<file path="src/hdl/tcw_pkg.sv">
// Package for the text console character writer: types, codes and defaults.
`timescale 1ns / 1ps
package tcw_pkg;

	// Geometry defaults
	localparam int LINE_COLS_DEF = 80;
	localparam int LAST_ROW_DEF  = 30;
	localparam int TAB_STEP_DEF  = 12;

	// Depth of the command queue between front and back (power of two)
	localparam int QUEUE_DEPTH = 4;

	// Control bytes
	localparam logic [7:0] CHAR_BEL = 8'h07;
	localparam logic [7:0] CHAR_TAB = 8'h09;
	localparam logic [7:0] CHAR_LF  = 8'h0A;
	localparam logic [7:0] CHAR_CR  = 8'h0D;

	// Ink digit decode constants
	localparam logic [7:0] CHAR_NINE   = 8'h39;
	localparam logic [7:0] CHAR_ZERO   = 8'h30;
	localparam logic [7:0] HEX_LETTER_GAP = 8'd7;

	// Result word kinds
	typedef enum logic [1:0] {
		KIND_WRITE  = 2'd0,
		KIND_CLEAR  = 2'd1,
		KIND_SCROLL = 2'd2
	} kind_t;

	// One queued command: an optional cell write, an optional scroll pair
	typedef struct packed {
		logic       wr;
		logic       scr;
		logic [5:0] wr_row;
		logic [6:0] col;
		logic [7:0] glyph;
		logic [7:0] ink;
		logic [5:0] clr_row;
		logic [8:0] offs;
	} cmd_t;

	// Queue status seen by the front and back
	typedef struct packed {
		logic full;
		logic empty;
	} q_status_t;

endpackage

</file>
<file path="src/hdl/tcw_char_if.sv">
// Input channel carrying one character byte per word.
`timescale 1ns / 1ps
interface tcw_char_if;
	logic       valid;
	logic       ready;
	logic [7:0] char_code;

	modport source (output valid, output char_code, input ready);
	modport sink   (input valid, input char_code, output ready);
endinterface

</file>
<file path="src/hdl/tcw_result_if.sv">
// Output channel carrying one screen operation per word.
`timescale 1ns / 1ps
interface tcw_result_if;
	logic       valid;
	logic       ready;
	logic [1:0] kind;
	logic [5:0] row;
	logic [6:0] col;
	logic [7:0] glyph;
	logic [7:0] ink;
	logic [8:0] scroll_offset;
	logic       last;

	modport source (output valid, output kind, output row, output col, output glyph,
		output ink, output scroll_offset, output last, input ready);
	modport sink   (input valid, input kind, input row, input col, input glyph,
		input ink, input scroll_offset, input last, output ready);
endinterface

</file>
<file path="src/hdl/tcw_front.sv">
// Front end: accepts bytes, keeps cursor state and classifies each byte into a command.
`timescale 1ns / 1ps
module tcw_front #(
	parameter int LINE_COLS = tcw_pkg::LINE_COLS_DEF,
	parameter int LAST_ROW  = tcw_pkg::LAST_ROW_DEF,
	parameter int TAB_STEP  = tcw_pkg::TAB_STEP_DEF
) (
	input  logic              clk,
	input  logic              arst_n,
	input  logic              cfg_we,
	input  logic [6:0]        cfg_wdata,
	tcw_char_if.sink          chars,
	input  tcw_pkg::q_status_t q_stat,
	output logic              push,
	output tcw_pkg::cmd_t     push_cmd
);
	import tcw_pkg::*;

	localparam int ROW_W = $clog2(LAST_ROW + 1);

	logic [7:0]       cursor_col_q, cursor_col_n;
	logic [7:0]       tab_col_q, tab_col_n;
	logic [ROW_W-1:0] cursor_row_q, cursor_row_n;
	logic [5:0]       scroll_row_q, scroll_row_n;
	logic [7:0]       ink_color_q, ink_color_n;
	logic             ink_pending_q, ink_pending_n;
	logic [6:0]       left_margin_q;

	logic       accept;
	logic       do_lf;
	logic [7:0] col_inc;
	logic [7:0] digit;
	cmd_t       cmd;

	assign chars.ready = !q_stat.full;
	assign accept      = chars.valid && chars.ready;
	assign col_inc     = cursor_col_q + 8'd1;
	assign digit       = (chars.char_code > CHAR_NINE) ? chars.char_code - HEX_LETTER_GAP
	                                                   : chars.char_code;

	// Classify the byte and work out the next cursor state
	always_comb begin
		cursor_col_n  = cursor_col_q;
		tab_col_n     = tab_col_q;
		cursor_row_n  = cursor_row_q;
		scroll_row_n  = scroll_row_q;
		ink_color_n   = ink_color_q;
		ink_pending_n = ink_pending_q;
		do_lf         = 1'b0;
		cmd           = '0;
		if (ink_pending_q) begin
			ink_color_n   = digit - CHAR_ZERO;
			ink_pending_n = 1'b0;
		end else begin
			case (chars.char_code)
				CHAR_CR: begin
					cursor_col_n = {1'b0, left_margin_q};
					tab_col_n    = '0;
				end
				CHAR_LF: begin
					do_lf = 1'b1;
				end
				CHAR_BEL: begin
					ink_pending_n = 1'b1;
				end
				CHAR_TAB: begin
					tab_col_n    = tab_col_q + 8'(TAB_STEP);
					cursor_col_n = tab_col_q + 8'(TAB_STEP);
				end
				default: begin
					cmd.wr     = 1'b1;
					cmd.wr_row = scroll_row_q + 6'(cursor_row_q);
					cmd.col    = cursor_col_q[6:0];
					cmd.glyph  = chars.char_code;
					cmd.ink    = ink_color_q;
					cursor_col_n = col_inc;
					if (col_inc >= 8'(LINE_COLS)) begin
						cursor_col_n = {1'b0, left_margin_q};
						tab_col_n    = '0;
						do_lf        = 1'b1;
					end
				end
			endcase
		end
		// Line feed: step down, or scroll the ring at the last row
		if (do_lf) begin
			if (cursor_row_q < ROW_W'(LAST_ROW)) begin
				cursor_row_n = cursor_row_q + ROW_W'(1);
			end else begin
				scroll_row_n = scroll_row_q + 6'd1;
				cmd.scr      = 1'b1;
				cmd.clr_row  = scroll_row_q + 6'd1 + 6'(cursor_row_q);
				cmd.offs     = {scroll_row_q + 6'd1, 3'b000};
			end
		end
	end

	assign push     = accept && (cmd.wr || cmd.scr);
	assign push_cmd = cmd;

	// Hold cursor state, advance it on each accepted word
	always_ff @(posedge clk or negedge arst_n) begin
		if (!arst_n) begin
			cursor_col_q  <= '0;
			tab_col_q     <= '0;
			cursor_row_q  <= '0;
			scroll_row_q  <= '0;
			ink_color_q   <= '0;
			ink_pending_q <= 1'b0;
		end else if (accept) begin
			cursor_col_q  <= cursor_col_n;
			tab_col_q     <= tab_col_n;
			cursor_row_q  <= cursor_row_n;
			scroll_row_q  <= scroll_row_n;
			ink_color_q   <= ink_color_n;
			ink_pending_q <= ink_pending_n;
		end
	end

	// Left margin register
	always_ff @(posedge clk or negedge arst_n) begin
		if (!arst_n) begin
			left_margin_q <= '0;
		end else if (cfg_we) begin
			left_margin_q <= cfg_wdata;
		end
	end

	// The cursor row never passes the last row
	a_row_range: assert property (@(posedge clk) disable iff (!arst_n)
		cursor_row_q <= ROW_W'(LAST_ROW))
		else $error("cursor row beyond last row");

	// A scroll only happens from the last row and leaves the row in place
	a_scroll_row: assert property (@(posedge clk) disable iff (!arst_n)
		push && push_cmd.scr |=> cursor_row_q == ROW_W'(LAST_ROW))
		else $error("scroll issued away from last row");

endmodule

</file>
<file path="src/hdl/tcw_queue.sv">
// Short register queue of commands between front and back.
`timescale 1ns / 1ps
module tcw_queue (
	input  logic               clk,
	input  logic               arst_n,
	input  logic               push,
	input  tcw_pkg::cmd_t      push_cmd,
	input  logic               pop,
	output tcw_pkg::cmd_t      head,
	output tcw_pkg::q_status_t q_stat
);
	import tcw_pkg::*;

	localparam int PTR_W = $clog2(QUEUE_DEPTH);
	localparam int CNT_W = $clog2(QUEUE_DEPTH + 1);

	cmd_t             entry_q [QUEUE_DEPTH];
	logic [PTR_W-1:0] wr_ptr_q;
	logic [PTR_W-1:0] rd_ptr_q;
	logic [CNT_W-1:0] count_q;

	assign q_stat.full  = (count_q == CNT_W'(QUEUE_DEPTH));
	assign q_stat.empty = (count_q == '0);
	assign head         = entry_q[rd_ptr_q];

	// Store pushed commands
	always_ff @(posedge clk) begin
		if (push) begin
			entry_q[wr_ptr_q] <= push_cmd;
		end
	end

	// Advance pointers and fill count
	always_ff @(posedge clk or negedge arst_n) begin
		if (!arst_n) begin
			wr_ptr_q <= '0;
			rd_ptr_q <= '0;
			count_q  <= '0;
		end else begin
			if (push) begin
				wr_ptr_q <= wr_ptr_q + PTR_W'(1);
			end
			if (pop) begin
				rd_ptr_q <= rd_ptr_q + PTR_W'(1);
			end
			case ({push, pop})
				2'b10:   count_q <= count_q + CNT_W'(1);
				2'b01:   count_q <= count_q - CNT_W'(1);
				default: count_q <= count_q;
			endcase
		end
	end

	// Never push into a full queue or pop an empty one
	a_no_overflow: assert property (@(posedge clk) disable iff (!arst_n)
		!(push && q_stat.full))
		else $error("push into full queue");

	a_no_underflow: assert property (@(posedge clk) disable iff (!arst_n)
		!(pop && q_stat.empty))
		else $error("pop from empty queue");

endmodule

</file>
<file path="src/hdl/tcw_back.sv">
// Back end: expands each queued command into result words behind an output register.
`timescale 1ns / 1ps
module tcw_back (
	input  logic               clk,
	input  logic               arst_n,
	input  tcw_pkg::cmd_t      head,
	input  tcw_pkg::q_status_t q_stat,
	output logic               pop,
	tcw_result_if.source       results
);
	import tcw_pkg::*;

	logic [1:0] ph_q;
	logic [1:0] cnt;
	logic       load;
	logic       is_write;
	logic       is_clear;
	logic       is_last;

	kind_t      kind_c;
	logic [5:0] row_c;
	logic [6:0] col_c;
	logic [7:0] glyph_c;
	logic [7:0] ink_c;
	logic [8:0] offs_c;

	logic       valid_q;
	kind_t      kind_q;
	logic [5:0] row_q;
	logic [6:0] col_q;
	logic [7:0] glyph_q;
	logic [7:0] ink_q;
	logic [8:0] offs_q;
	logic       last_q;

	assign cnt      = {head.scr, 1'b0} + {1'b0, head.wr};
	assign is_write = head.wr && (ph_q == 2'd0);
	assign is_clear = !is_write && (head.wr ? (ph_q == 2'd1) : (ph_q == 2'd0));
	assign is_last  = (ph_q == cnt - 2'd1);
	assign load     = !q_stat.empty && (!valid_q || results.ready);
	assign pop      = load && is_last;

	// Pick the payload of the next word
	always_comb begin
		kind_c  = KIND_SCROLL;
		row_c   = '0;
		col_c   = '0;
		glyph_c = '0;
		ink_c   = '0;
		offs_c  = '0;
		if (is_write) begin
			kind_c  = KIND_WRITE;
			row_c   = head.wr_row;
			col_c   = head.col;
			glyph_c = head.glyph;
			ink_c   = head.ink;
		end else if (is_clear) begin
			kind_c = KIND_CLEAR;
			row_c  = head.clr_row;
		end else begin
			offs_c = head.offs;
		end
	end

	// Step through the words of the head command
	always_ff @(posedge clk or negedge arst_n) begin
		if (!arst_n) begin
			ph_q    <= '0;
			valid_q <= 1'b0;
		end else begin
			if (load) begin
				ph_q <= is_last ? 2'd0 : ph_q + 2'd1;
			end
			if (load) begin
				valid_q <= 1'b1;
			end else if (results.ready) begin
				valid_q <= 1'b0;
			end
		end
	end

	// Output payload register
	always_ff @(posedge clk) begin
		if (load) begin
			kind_q  <= kind_c;
			row_q   <= row_c;
			col_q   <= col_c;
			glyph_q <= glyph_c;
			ink_q   <= ink_c;
			offs_q  <= offs_c;
			last_q  <= is_last;
		end
	end

	assign results.valid         = valid_q;
	assign results.kind          = kind_q;
	assign results.row           = row_q;
	assign results.col           = col_q;
	assign results.glyph         = glyph_q;
	assign results.ink           = ink_q;
	assign results.scroll_offset = offs_q;
	assign results.last          = last_q;

	// Every queued command yields at least one word
	a_head_nonempty: assert property (@(posedge clk) disable iff (!arst_n)
		!q_stat.empty |-> (head.wr || head.scr))
		else $error("queued command without results");

	// The word index stays inside the head command
	a_phase_range: assert property (@(posedge clk) disable iff (!arst_n)
		!q_stat.empty |-> ph_q < cnt)
		else $error("word index past end of command");

endmodule

</file>
<file path="src/hdl/text_console_char_writer.sv">
// Top level of the text console character writer.
//
// Usage: bytes enter on the chars channel (valid/ready, one byte per word).
// Printable bytes write a glyph and ink cell at the cursor; CR, LF, TAB and
// BEL (followed by one hex ink digit) steer the cursor and ink. Screen
// operations leave on the results channel, one per word: cell write, row
// attribute clear, or vertical scroll offset; last marks an input's final word.
// left_margin is to be loaded via cfg_we/cfg_wdata only while idle (unchecked).
//
// A byte's first result word passes the queue, then the output register.
// Throughput: one byte per cycle into a four-entry command queue while not
// full; the output register drains one word per cycle unless stalled, so a
// byte's write, clear and scroll words leave in turn. Bytes with no results
// (CR, TAB, BEL, ink digits, LF above the last row) never enter the queue.
//
// Reset clears cursor, tab, row, scroll, ink, margin and the queue.
// When the receiver stalls, the output word holds, the queue fills, and
// chars.ready drops once the queue is full.
`timescale 1ns / 1ps
module text_console_char_writer #(
	parameter int LINE_COLS = tcw_pkg::LINE_COLS_DEF,
	parameter int LAST_ROW  = tcw_pkg::LAST_ROW_DEF,
	parameter int TAB_STEP  = tcw_pkg::TAB_STEP_DEF
) (
	input  logic         clk,
	input  logic         arst_n,
	input  logic         cfg_we,
	input  logic [6:0]   cfg_wdata,
	tcw_char_if.sink     chars,
	tcw_result_if.source results
);
	import tcw_pkg::*;

	logic      push;
	logic      pop;
	cmd_t      push_cmd;
	cmd_t      head;
	q_status_t q_stat;

	// Accept and classify bytes
	tcw_front #(
		.LINE_COLS (LINE_COLS),
		.LAST_ROW  (LAST_ROW),
		.TAB_STEP  (TAB_STEP)
	) u_front (
		.clk       (clk),
		.arst_n    (arst_n),
		.cfg_we    (cfg_we),
		.cfg_wdata (cfg_wdata),
		.chars     (chars),
		.q_stat    (q_stat),
		.push      (push),
		.push_cmd  (push_cmd)
	);

	// Decouple front and back
	tcw_queue u_queue (
		.clk      (clk),
		.arst_n   (arst_n),
		.push     (push),
		.push_cmd (push_cmd),
		.pop      (pop),
		.head     (head),
		.q_stat   (q_stat)
	);

	// Expand commands into result words
	tcw_back u_back (
		.clk     (clk),
		.arst_n  (arst_n),
		.head    (head),
		.q_stat  (q_stat),
		.pop     (pop),
		.results (results)
	);

endmodule

</file>
<file path="src/flat_wrapper.sv">
// flat-port wrapper written by rule: the top's interface ports become plain ports
module text_console_char_writer_flat import tcw_pkg::*;
#(
	parameter int LINE_COLS = tcw_pkg::LINE_COLS_DEF,
	parameter int LAST_ROW  = tcw_pkg::LAST_ROW_DEF,
	parameter int TAB_STEP  = tcw_pkg::TAB_STEP_DEF
)
  (clk, arst_n, cfg_we, cfg_wdata, chars_valid, chars_char_code, chars_ready, results_valid, results_kind, results_row, results_col, results_glyph, results_ink, results_scroll_offset, results_last, results_ready);
  tcw_char_if chars_i ();
  tcw_result_if results_i ();
  input  logic clk;
  input  logic arst_n;
  input  logic cfg_we;
  input  logic [6:0] cfg_wdata;
  input wire logic [$bits(chars_i.valid)-1:0] chars_valid;
  input wire logic [$bits(chars_i.char_code)-1:0] chars_char_code;
  output wire logic [$bits(chars_i.ready)-1:0] chars_ready;
  output wire logic [$bits(results_i.valid)-1:0] results_valid;
  output wire logic [$bits(results_i.kind)-1:0] results_kind;
  output wire logic [$bits(results_i.row)-1:0] results_row;
  output wire logic [$bits(results_i.col)-1:0] results_col;
  output wire logic [$bits(results_i.glyph)-1:0] results_glyph;
  output wire logic [$bits(results_i.ink)-1:0] results_ink;
  output wire logic [$bits(results_i.scroll_offset)-1:0] results_scroll_offset;
  output wire logic [$bits(results_i.last)-1:0] results_last;
  input wire logic [$bits(results_i.ready)-1:0] results_ready;
  assign chars_i.valid = chars_valid;
  assign chars_i.char_code = chars_char_code;
  assign chars_ready = chars_i.ready;
  assign results_valid = results_i.valid;
  assign results_kind = results_i.kind;
  assign results_row = results_i.row;
  assign results_col = results_i.col;
  assign results_glyph = results_i.glyph;
  assign results_ink = results_i.ink;
  assign results_scroll_offset = results_i.scroll_offset;
  assign results_last = results_i.last;
  assign results_i.ready = results_ready;
  text_console_char_writer #(.LINE_COLS(LINE_COLS), .LAST_ROW(LAST_ROW), .TAB_STEP(TAB_STEP)) u_core (.clk(clk), .arst_n(arst_n), .cfg_we(cfg_we), .cfg_wdata(cfg_wdata), .chars(chars_i), .results(results_i));
endmodule
</file>
<file path="config.mk">
export PLATFORM = sky130hd
export DESIGN_NAME = text_console_char_writer_flat
export DESIGN_NICKNAME = d
export VERILOG_FILES = /design/src/hdl/tcw_pkg.sv /design/src/hdl/tcw_char_if.sv /design/src/hdl/tcw_result_if.sv /design/src/hdl/tcw_front.sv /design/src/hdl/tcw_queue.sv /design/src/hdl/tcw_back.sv /design/src/hdl/text_console_char_writer.sv /design/src/flat_wrapper.sv
export SDC_FILE = /design/constraint.sdc
export NUM_CORES = 1
export LEC_CHECK = 0
export BUFFER_PORTS_ARGS = -buffer_cell sky130_fd_sc_hd__buf_4
export CORE_ASPECT_RATIO = 0.5
export CORE_MARGIN = 3
export CORE_UTILIZATION = 33
export CTS_BUF_LIST = sky130_fd_sc_hd__clkbuf_2
export DETAILED_ROUTE_END_ITERATION = 8
export HOLD_SLACK_MARGIN = 0.1
export MAX_ROUTING_LAYER = met4
export PLACE_DENSITY = 0.47
export SLEW_MARGIN = 20
export SYNTH_ARGS = -nofsm -noshare
export SYNTH_HDL_FRONTEND = slang
export SYNTH_HIERARCHICAL = 1
export SYNTH_SLANG_ARGS = --single-unit
</file>
<file path="constraint.sdc">
create_clock -name clk -period 11.5 [get_ports clk]
set_clock_uncertainty 0.05 [all_clocks]
set_input_delay 2.3 -clock clk [delete_from_list [all_inputs] [get_ports clk]]
set_output_delay 2.3 -clock clk [all_outputs]
set_load 0.02 [all_outputs]
</file>
==> qor.yml, run 1 <==
timing:
  final.period_utilization_pct: 42.4
  timing.fmax_mhz: 205
  finalHoldViolations: 0
  fin_tns_setup_ps: 0
  rsz0062_at_grt: "false"
  setup_viol: 0
  period_minus_slack_ps: 4870
  drv_slew: 0
  whs_ps: 434
  worst_slew_margin_rel_pct: 49.6
  worst_pin_slew_ps: 748
drt:
  finalWirelength_um: 28000
  viasPerCell: 4.97
  drc_errors: 0
  drtAntennaViolNets: 0
  drtPass1Iterations: 5
  first_iter_violations: 459
  wl_per_cell_um: 20.1
  vias: 6922
global_route:
  grt_pass1_vias: 6921
  grt_pass1_wl_um: 42200
  overflow: 0
  antenna_found_initial: 2
  grt_max_degree: 52
  track_usage_pct: 15.2
setup_path:
  end_kind: "flip-flop"
  r2r_setup_slack_ps: 7300
  crit_top_cell: "buf_4"
  reg2reg_from: "u_core/u_front/cursor_col_q[0]"
  critPathKind: "primary input to flip-flop"
  critical_path_required_ps: 11930
  setup.worst_path.start_class: "primary input"
  r2r-end: "u_core/u_queue/count_q[2]"
  crit_arrival_ps: 5300
  path_cells: "buf_4 -> inv_1 -> ha_1 -> mux2_2 -> a2bb2oi_1 -> nor2_1 -> a2111o_1 -> a21oi_1 -> and2_2 -> buf_4"
  worstSetupStartpoint: "chars_char_code[1]"
  r2r_cells: 13
  cp_max_fo: 46
  crit_path_top_delay_cell: "buf_4"
  cp_slowest_stage_delay_ps: 580
layout:
  fin_area_um2: 13500
  fin_cells: 1392
  num-nets-final: 915
  area_growth_pct: 13.1
  fillers: 3371
  layout-drive-gt1-share_pct: 27.8
yosys:
  synth_largest_area_cell: "edfxtp_1"
  ys_seq_elements: 276
  ys_seq_area_share_pct: 67.1
  ys.flop_type: "edfxtp_1"
  syn_avg_cell_area_um2: 15.8
  yosys_warnings: 6
  ys_types: 66
  synth_cells: 758
  netlist.area_leader.share_pct: 56.5
  synth_edf_count: 225
  synthArstFlopShare_pct: 18.5
  netlist_area_um2: 12000
  yosys-top-cells-area: "edfxtp_1 56%, dfrtp_1 11%, mux4_2 8.7%"
worst_hold_path:
  hold_depth: 2
  min_to: "u_core/u_front/ink_color_q[6]"
  min_path_type: "flip-flop to flip-flop"
  holdCritStartpoint: "u_core/u_front/ink_color_q[6]"
clocking:
  clock_latency_ps: 900
  htreeDepth: 3
  clockBufferDepth: 3
  cts-resized-gates: 0
  cts_tree: "built"
  cts-root-buf: "clkbuf_2"
  path_clk_slew_ps: 100
  ctsHoldBuffers: 0
  numCtsBuffers: 68
  clock-sinks: 276
  post_cts_buffers: 0
floorplan:
  die_y_um: 141
  die_x_um: 275
  ios: 63
  dieArea_um2: 38700
  start_util_pct: 34.1
  coreArea_um2: 35100
  rows: 48
pwr:
  pwr-share-seq_pct: 46.9
  clkPwrFrac_pct: 19.9
  p_per_area_nw_per_um2: 244
  p_int_uw: 2130
  switching_share_pct: 35.4
  leakage_uw: 0.00520
  ir_worst_vdd_mv: 0.113
  switching_power_uw: 1170
  combPwrFrac_pct: 33.2
  power_uw: 3300
placement:
  placed_cells: 1271
  gp_congestion: 0.801
  portBuffers: 62
  dp_hpwl_um: 17500
  dpl-instance-area_um2: 12900
flow_run:
  max-cap-violations: 0
outcome:
  status: "finished, final reports clean"
cell type report:
type | count | area (µm²) | share of cell area [%]
Sequential cell | 276 | 8040 | 59.4
Inverter | 26 | 97.6 | 0.721
Clock buffer | 105 | 526 | 3.88
Timing Repair Buffer | 71 | 533 | 3.94
Clock inverter | 14 | 82.6 | 0.610
Tap cell | 475 | 594 | 4.39
Antenna cell | 2 | 5.00 | 0.0370
Multi-Input combinational cell | 423 | 3650 | 27.0
state kept, by name, indices dropped and copies added, names as in the netlist, 2 cells and up:
register,cells
u_core/u_front/left_margin_q,7
u_core/u_back/results.scroll_offset,9
u_core/u_queue/entry_q,184
u_core/u_front/ink_color_q,8
u_core/u_back/results.glyph,8
u_core/u_queue/count_q,3
u_core/u_back/ph_q,2
u_core/u_back/results.row,6
u_core/u_back/results.col,7
u_core/u_front/scroll_row_q,6
u_core/u_queue/wr_ptr_q,2
u_core/u_queue/rd_ptr_q,2
u_core/u_front/cursor_col_q,8
u_core/u_back/results.ink,8
u_core/u_front/tab_col_q,6
u_core/u_back/results.kind,2
u_core/u_front/cursor_row_q,5
power by group through the flow:
| stage | Clock [µW] | Combinational [µW] | Sequential [µW] |
|---|---|---|---|
| floorplan | 0 | 684 | 1610 |
| global placement | 0 | 1120 | 1570 |
| detailed placement | 0 | 1120 | 1580 |
| CTS | 696 | 1120 | 1560 |
| global route | 753 | 1190 | 1580 |
| finish | 658 | 1100 | 1550 |
logic make-up (layout without fill, tap and decap cells):
group | count (synthesis) | in the layout | synth area share (%)
AO/OA/AOI/OAI | 99 | 99 | 5.64
XOR/XNOR | 31 | 31 | 2.27
adder cells (fa/ha/maj) | 29 | 29 | 3.22
buffers and inverters | 61 | 216 | 2.45
flip-flops | 276 | 276 | 67.1
multiplexers | 64 | 64 | 10.3
other | 1 | 5 | 0.0313
AND/OR/NAND/NOR | 197 | 197 | 8.96
worst max-delay path: cells and delay by family:
| kind | cells | cell delay (ps) |
|---|---|---|
| buffers and inverters | 3 | 760 |
| muxes | 1 | 280 |
| AOI/OAI and AO/OA | 3 | 1260 |
| adders and majority gates | 1 | 240 |
| and+or+nand+nor | 2 | 410 |
metrics by stage:
step / util, % / setup slack [ps]
after floorplan: - / 5860
after global placement: 36.8 / 5840
after detailed placement: 36.8 / 5760
after CTS: 38.6 / 6750
after global routing: 38.6 / 6560
final: 38.6 / 6630
synthesized netlist by cell type, types with 10 or more instances:
master and number:
mux2_2 11, nand3_1 10, xor2_1 19, nand2_1 41
inv_1 26, edfxtp_1 225, and2_1 35, nor2_1 30
xnor2_1 12, a211oi_1 10, mux4_2 46, and3_1 29
o21ai_0 28, dfrtp_1 51, a21oi_1 15, buf_2 12
clkbuf_1 13, ha_1 26
worst max-delay path by stage:
stage | end | slack (ps)
6_report | u_core/u_queue/entry_q[1][19] | 6630
5_1_grt | u_core/u_queue/entry_q[1][21] | 6560
4_1_cts | u_core/u_queue/entry_q[1][44] | 6750
3_5_place_dp | u_core/u_queue/entry_q[1][21] | 5760
3_3_place_gp | u_core/u_queue/entry_q[3][21] | 5840
2_1_floorplan | u_core/u_queue/entry_q[1][0] | 5860
per-layer routing:
layer	share of wire, %	routed length, µm	global-route usage (%)
met5	0	0	-
met4	2.6	715	5.58
met1	49	13800	21.9
met3	5.7	1590	4.27
met2	43	11900	20.5
cells in the final DEF (no fill, tap or decap), types with 3 or more instances in the layout:
cell	Yosys	layout
mux2_2	11	11
and2_2	0	4
xor2_1	19	19
a211oi_1	10	10
fa_1	3	3
inv_2	0	3
and3_1	29	29
nor3_1	3	3
clkbuf_2	0	105
mux2i_1	6	6
nand4_1	5	5
xnor2_1	12	12
ha_1	26	26
conb_1	1	3
mux4_2	46	46
nand2_1	41	41
a21o_1	9	9
inv_1	26	25
o31ai_1	5	5
or2_2	4	4
dfrtp_1	51	49
nor4_1	3	3
nor2b_1	9	9
nand2b_1	6	6
and2_1	35	31
or3_1	7	7
a21oi_1	15	15
nand3_1	10	10
a221o_1	3	3
a22o_1	3	3
clkinv_1	0	10
edfxtp_1	225	225
and4_1	3	3
o21ai_0	28	28
buf_4	7	71
nor2_1	30	30
Power figures use the tool's default switching activity.
==> inputs of run 2 (changes only) <==
==> constraint.sdc (replaced) <==
create_clock -name clk -period 4.55 [get_ports clk]
set_clock_uncertainty 0.05 [all_clocks]
set_input_delay 0.91 -clock clk [delete_from_list [all_inputs] [get_ports clk]]
set_output_delay 0.91 -clock clk [all_outputs]
set_load 0.02 [all_outputs]
==> run 2 against run 1 <==
  * First-iteration DRC count increased by 7.2%
  * Clock-buffer cell count decreased by 4
  * Total power increased to 2.5 times the previous value
  * Sequential power increased by 150%
  * Worst hold slack got worse by 160 ps
  * Critical path type is now flip-flop to flip-flop
  * Largest cell class unchanged
  * Largest power group unchanged
==> qor.yml, run 2 (same netlist as run 1, synthesis figures left out) <==
outcome:
  status: "finished, final reports clean"
layout:
  layout-drive-gt1-share_pct: 27.6
  seqCellArea_um2: 8040
  final_common_cell: "edfxtp_1"
  fin_cells: 1404
  fillers: 3351
  fin_area_um2: 13700
  area_growth_pct: 14.3
  largest-register: "u_core/u_queue/entry_q"
  final_cell_mix: "225 x edfxtp_1, 101 x clkbuf_2, 70 x buf_4"
  largest_reg_flops: 184
  num-nets-final: 928
  multi_input_area_um2: 3650
global_route:
  grt.busiest_layer: "met1"
  grt_pass1_vias: 7050
  grt_max_degree: 52
  grt_pass1_wl_um: 43300
  track_usage_pct: 15.6
  grtUsageMet2_pct: 21.1
  use_met1_pct: 22.8
  overflow: 0
  antenna_found_initial: 1
  grt_use_met3_pct: 4.22
floorplan:
  ios: 63
  dieArea_um2: 38700
  die_y_um: 141
  start_util_pct: 34.1
  rows: 48
  coreArea_um2: 35100
  die_x_um: 275
clocking:
  numCtsBuffers: 69
  ctsHoldBuffers: 8
  path_clk_slew_ps: 100
  cts-root-buf: "clkbuf_2"
  htreeDepth: 3
  clock-sinks: 276
  clock_latency_ps: 920
  cts-resized-gates: 0
  cts_tree: "built"
  post_cts_buffers: 0
  clockBufferDepth: 3
timing:
  fin_tns_setup_ps: 0
  final.period_utilization_pct: 75.5
  finalHoldViolations: 0
  timing.fmax_mhz: 291
  worst_pin_slew_ps: 987
  setup_viol: 0
  worst_slew_margin_rel_pct: 34.2
  period_minus_slack_ps: 3440
  fin_ws_ps: 1110
  rsz0062_at_grt: "false"
  drv_slew: 0
setup_path:
  critical_path_required_ps: 5110
  reg2reg_from: "u_core/u_front/cursor_col_q[0]"
  crit_arrival_ps: 3990
  setup.worst_path.start_class: "flip-flop"
  cp_max_fo: 22
  end_kind: "flip-flop"
  critPathKind: "flip-flop to flip-flop"
  worstSetupStartpoint: "u_core/u_front/cursor_col_q[0]"
placement:
  dpl_worst_slack_ps: 530
  dpl-instance-area_um2: 13000
  gp_congestion: 0.797
  placed_cells: 1275
  dp_hpwl_um: 17900
  portBuffers: 62
pwr:
  power_uw: 8340
  p_per_area_nw_per_um2: 610
  ir_worst_vdd_mv: 0.232
  leakage_uw: 0.00525
drt:
  drc_errors: 0
  wl_per_cell_um: 20.2
  drtAntennaViolNets: 0
  drtPass1Iterations: 4
  viasPerCell: 4.92
  vias: 6911
  finalWirelength_um: 28400
  first_iter_violations: 492
flow_run:
  max-cap-violations: 0
worst_hold_path:
  holdCritStartpoint: "cfg_we"
  min_path_type: "primary input to flip-flop"
run 2: worst paths after layout:
kind                                                   endpoint  slack (ps)  cells past startpoint
worst min register to register        u_core/u_queue/count_q[2]         440                      1
min in group asynchronous         u_core/u_front/ink_color_q[7]         530                      2
worst max-delay path              u_core/u_queue/entry_q[0][25]        1110                      9
max in group asynchronous            u_core/u_queue/rd_ptr_q[0]        3360                      2
worst max register to register    u_core/u_queue/entry_q[0][25]        1110                      9
worst min-delay path            u_core/u_front/left_margin_q[1]         280                      2
run 2: final cells by class:
class / count / area share [%]
clock inverters: 18 / 0.567
diodes: 2 / 0.0366
clock buffers: 101 / 3.70
multi-input cells: 423 / 26.7
well taps: 475 / 4.35
flip-flops and latches: 276 / 58.8
repair buffers: 83 / 5.16
inverters: 26 / 0.714
run 2: power breakdown:
part | total [µW] | internal, µW | switching (µW)
clock network | 1610 | 591 | 1020
registers | 3850 | 3580 | 274
logic | 2880 | 1200 | 1680
total | 8340 | 5370 | 2970
run 2: per-stage QoR:
stage	util (%)	hold WS [ps]
after floorplan	-	392
after global placement	37.1	429
after detailed placement	37.1	429
after CTS	39.0	154
after global routing	39.0	194
final	39.0	278
run 2: routing by layer:
layer / share of wire, % / wire length, µm
met1: 50 / 14200
met2: 42 / 12100
met3: 5.4 / 1540
met4: 2.0 / 577
met5: 0 / 0
run 2: worst max-delay path, cell delays in order (launching register included):
cell      delay [ps]
dfrtp_1          530
ha_1             360
a311o_1          200
o311ai_0         150
and4_1           210
a2111o_1         560
a21oi_1          250
buf_4            170
and2_2           400
buf_12           250
==> inputs of run 3 (changes only) <==
--- a/config.mk
+++ b/config.mk
@@ -13,7 +13,7 @@
 export DETAILED_ROUTE_END_ITERATION = 8
 export HOLD_SLACK_MARGIN = 0.1
 export MAX_ROUTING_LAYER = met4
-export PLACE_DENSITY = 0.47
+export PLACE_DENSITY = 0.49
 export SLEW_MARGIN = 20
 export SYNTH_ARGS = -nofsm -noshare
 export SYNTH_HDL_FRONTEND = slang
==> constraint.sdc (replaced) <==
create_clock -name clk -period 2.87 [get_ports clk]
set_clock_uncertainty 0.05 [all_clocks]
set_input_delay 0.574 -clock clk [delete_from_list [all_inputs] [get_ports clk]]
set_output_delay 0.574 -clock clk [all_outputs]
set_load 0.02 [all_outputs]
==> run 3 against run 2 <==
  * Routed wire length is 1.0% higher
  * Total power is 63% higher
  * Non-clock buffer count is 75 higher
  * Fmax is 25% higher
  * Largest power group unchanged
  * Highest routed layer unchanged
==> qor.yml, run 3 (same netlist as run 1, synthesis figures left out) <==
drt:
  drtAntennaViolNets: 0
  drtPass1Iterations: 5
  viasPerCell: 4.91
  drc_errors: 0
  finalWirelength_um: 28700
  wl_per_cell_um: 19.6
  first_iter_violations: 563
  vias: 7186
placement:
  dp_hpwl_um: 19700
  dpl-instance-area_um2: 13700
  gp_congestion: 0.828
  portBuffers: 62
timing:
  drv_slew: 0
  period_minus_slack_ps: 2750
  worst_pin_slew_ps: 705
  setup_viol: 0
  final.period_utilization_pct: 95.7
  finalHoldViolations: 0
  fin_tns_setup_ps: 0
  rsz0062_at_grt: "false"
  timing.fmax_mhz: 364
  worst_slew_margin_rel_pct: 53.0
clocking:
  htreeDepth: 3
  path_clk_slew_ps: 100
  clock_latency_ps: 870
  cts-root-buf: "clkbuf_2"
  clockBufferDepth: 3
  numCtsBuffers: 67
  cts_tree: "built"
  clock-sinks: 276
setup_path:
  r2r_setup_slack_ps: 120
  critPathKind: "flip-flop to flip-flop"
  cp.depth: 10
  path_buf_inv: 1
  crit_path_top_delay_cell: "mux4_2"
  end_kind: "flip-flop"
  r2r-end: "u_core/u_queue/count_q[2]"
  cp_slowest_stage_delay_ps: 540
  setup.worst_path.start_class: "flip-flop"
  crit_top_cell: "xor2_1"
  cp_max_fo: 4
  reg2reg_from: "u_core/u_queue/rd_ptr_q[0]"
  path_cells: "mux4_2 -> xnor2_2 -> mux2i_2 -> and2_4 -> ha_4 -> inv_2 -> fa_2 -> xor2_1 -> nor2_1 -> xor2_1"
  cp-endpoint: "u_core/u_queue/count_q[2]"
  worstSetupStartpoint: "u_core/u_queue/rd_ptr_q[0]"
  crit_family: "multiplexers"
  critical_path_required_ps: 3600
  r2r_cells: 10
  crit_arrival_ps: 3480
floorplan:
  dieArea_um2: 38700
  ios: 63
  coreArea_um2: 35100
  rows: 48
  die_x_um: 275
  die_y_um: 141
  start_util_pct: 34.1
layout:
  area_growth_pct: 20.8
  final_cell_mix: "225 x edfxtp_1, 127 x buf_4, 91 x clkbuf_2"
  final_common_cell: "edfxtp_1"
  num-nets-final: 1001
  largest_reg_flops: 184
  largest-register: "u_core/u_queue/entry_q"
  layout-drive-gt1-share_pct: 33.2
  fin_util_pct: 41.2
  fin_area_um2: 14500
global_route:
  grt_max_degree: 52
  grt_pass1_wl_um: 44600
  overflow: 0
  track_usage_pct: 15.8
  grt_pass1_vias: 7521
  antenna_found_initial: 1
pwr:
  combPwrFrac_pct: 36.5
  ir_worst_vdd_mv: 0.372
  leakage_uw: 0.00561
  switching_power_uw: 4700
  clkPwrFrac_pct: 18.7
  p_per_area_nw_per_um2: 940
  pwr-share-seq_pct: 44.8
  p_int_uw: 8890
  switching_share_pct: 34.6
outcome:
  status: "finished, final reports clean"
worst_hold_path:
  min_path_type: "primary input to async pin"
flow_run:
  max-cap-violations: 0
[run 3: cell count changes in the layout (fill, tap and decap cells not counted), moves of 4 or more]
cell	delta
buf_4	+57
dlygate4sd3_1	+14
clkbuf_2	-10
clkinv_1	-8
and2_4	+5
ha_1	-5
and2_2	-4
buf_12	+4
ha_4	+4
inv_1	-4
[run 3: how the worst min path moves through the flow]
stage,start,end,slack [ps],cells after the start
6_report,arst_n,u_core/u_front/left_margin_q[4],250,2
5_1_grt,chars_char_code[0],u_core/u_front/ink_pending_q,170,4
4_1_cts,chars_char_code[0],u_core/u_front/ink_pending_q,100,4
3_5_place_dp,u_core/u_queue/count_q[0],u_core/u_queue/count_q[0],440,1
3_3_place_gp,u_core/u_queue/count_q[2],u_core/u_queue/count_q[2],430,1
2_1_floorplan,arst_n,u_core/u_back/ph_q[0],230,0
[run 3: final cells by class]
class | instances | area [µm²]
Clock inverter | 11 | 108
Sequential cell | 276 | 8040
Multi-Input combinational cell | 423 | 3790
Timing Repair Buffer | 158 | 1350
Antenna cell | 3 | 7.51
Inverter | 26 | 119
Tap cell | 475 | 594
Clock buffer | 91 | 455
Fill cell | 3288 | 20600
[run 3: metal layers]
layer / track usage, % / share of wire (%) / vias up
met5: - / 0 / -
li1: - / - / 3329
met4: 5.41 / 1.8 / 0
met3: 4.00 / 4.9 / 40
met1: 23.4 / 52 / 3667
met2: 20.9 / 41 / 150
[run 3: power groups by stage]
stage | Sequential (µW) | Combinational (µW) | Clock (µW)
3_3_place_gp | 6160 | 4970 | 0
6_report | 6090 | 4960 | 2540
4_1_cts | 6110 | 5040 | 2670
3_5_place_dp | 6190 | 4990 | 0
2_1_floorplan | 6420 | 2830 | 0
5_1_grt | 6210 | 5420 | 2880
[run 3: worst reg2reg max path, delay by kind of cell (launching register included)]
family / cells / cell delay [ps]
buffers and inverters: 1 / 40
XOR/XNOR: 3 / 520
flip-flops: 1 / 440
AND/OR/NAND/NOR: 2 / 330
adder cells (fa/ha/maj): 2 / 490
multiplexers: 2 / 830
[run 3: repair_timing]
action	4_1_cts	5_1_grt
setup buffers	0	1
gates resized for setup	1	4
hold buffers	22	0
endpoints found under the hold margin	77	0
endpoints found under the setup margin	1	90
pin swaps	2	5
[run 3: per-stage QoR]
| step | setup slack (ps) | power (µW) | cells | hold WS [ps] |
|---|---|---|---|---|
| floorplan | -87.3 | 9250 | 760 | 228 |
| global placement | -137 | 11100 | 1335 | 425 |
| detailed placement | -168 | 11200 | 1335 | 438 |
| CTS | 13.6 | 13800 | 1459 | 104 |
| global route | 27.5 | 14500 | 1461 | 174 |
| finish | 123 | 13600 | 1463 | 245 |
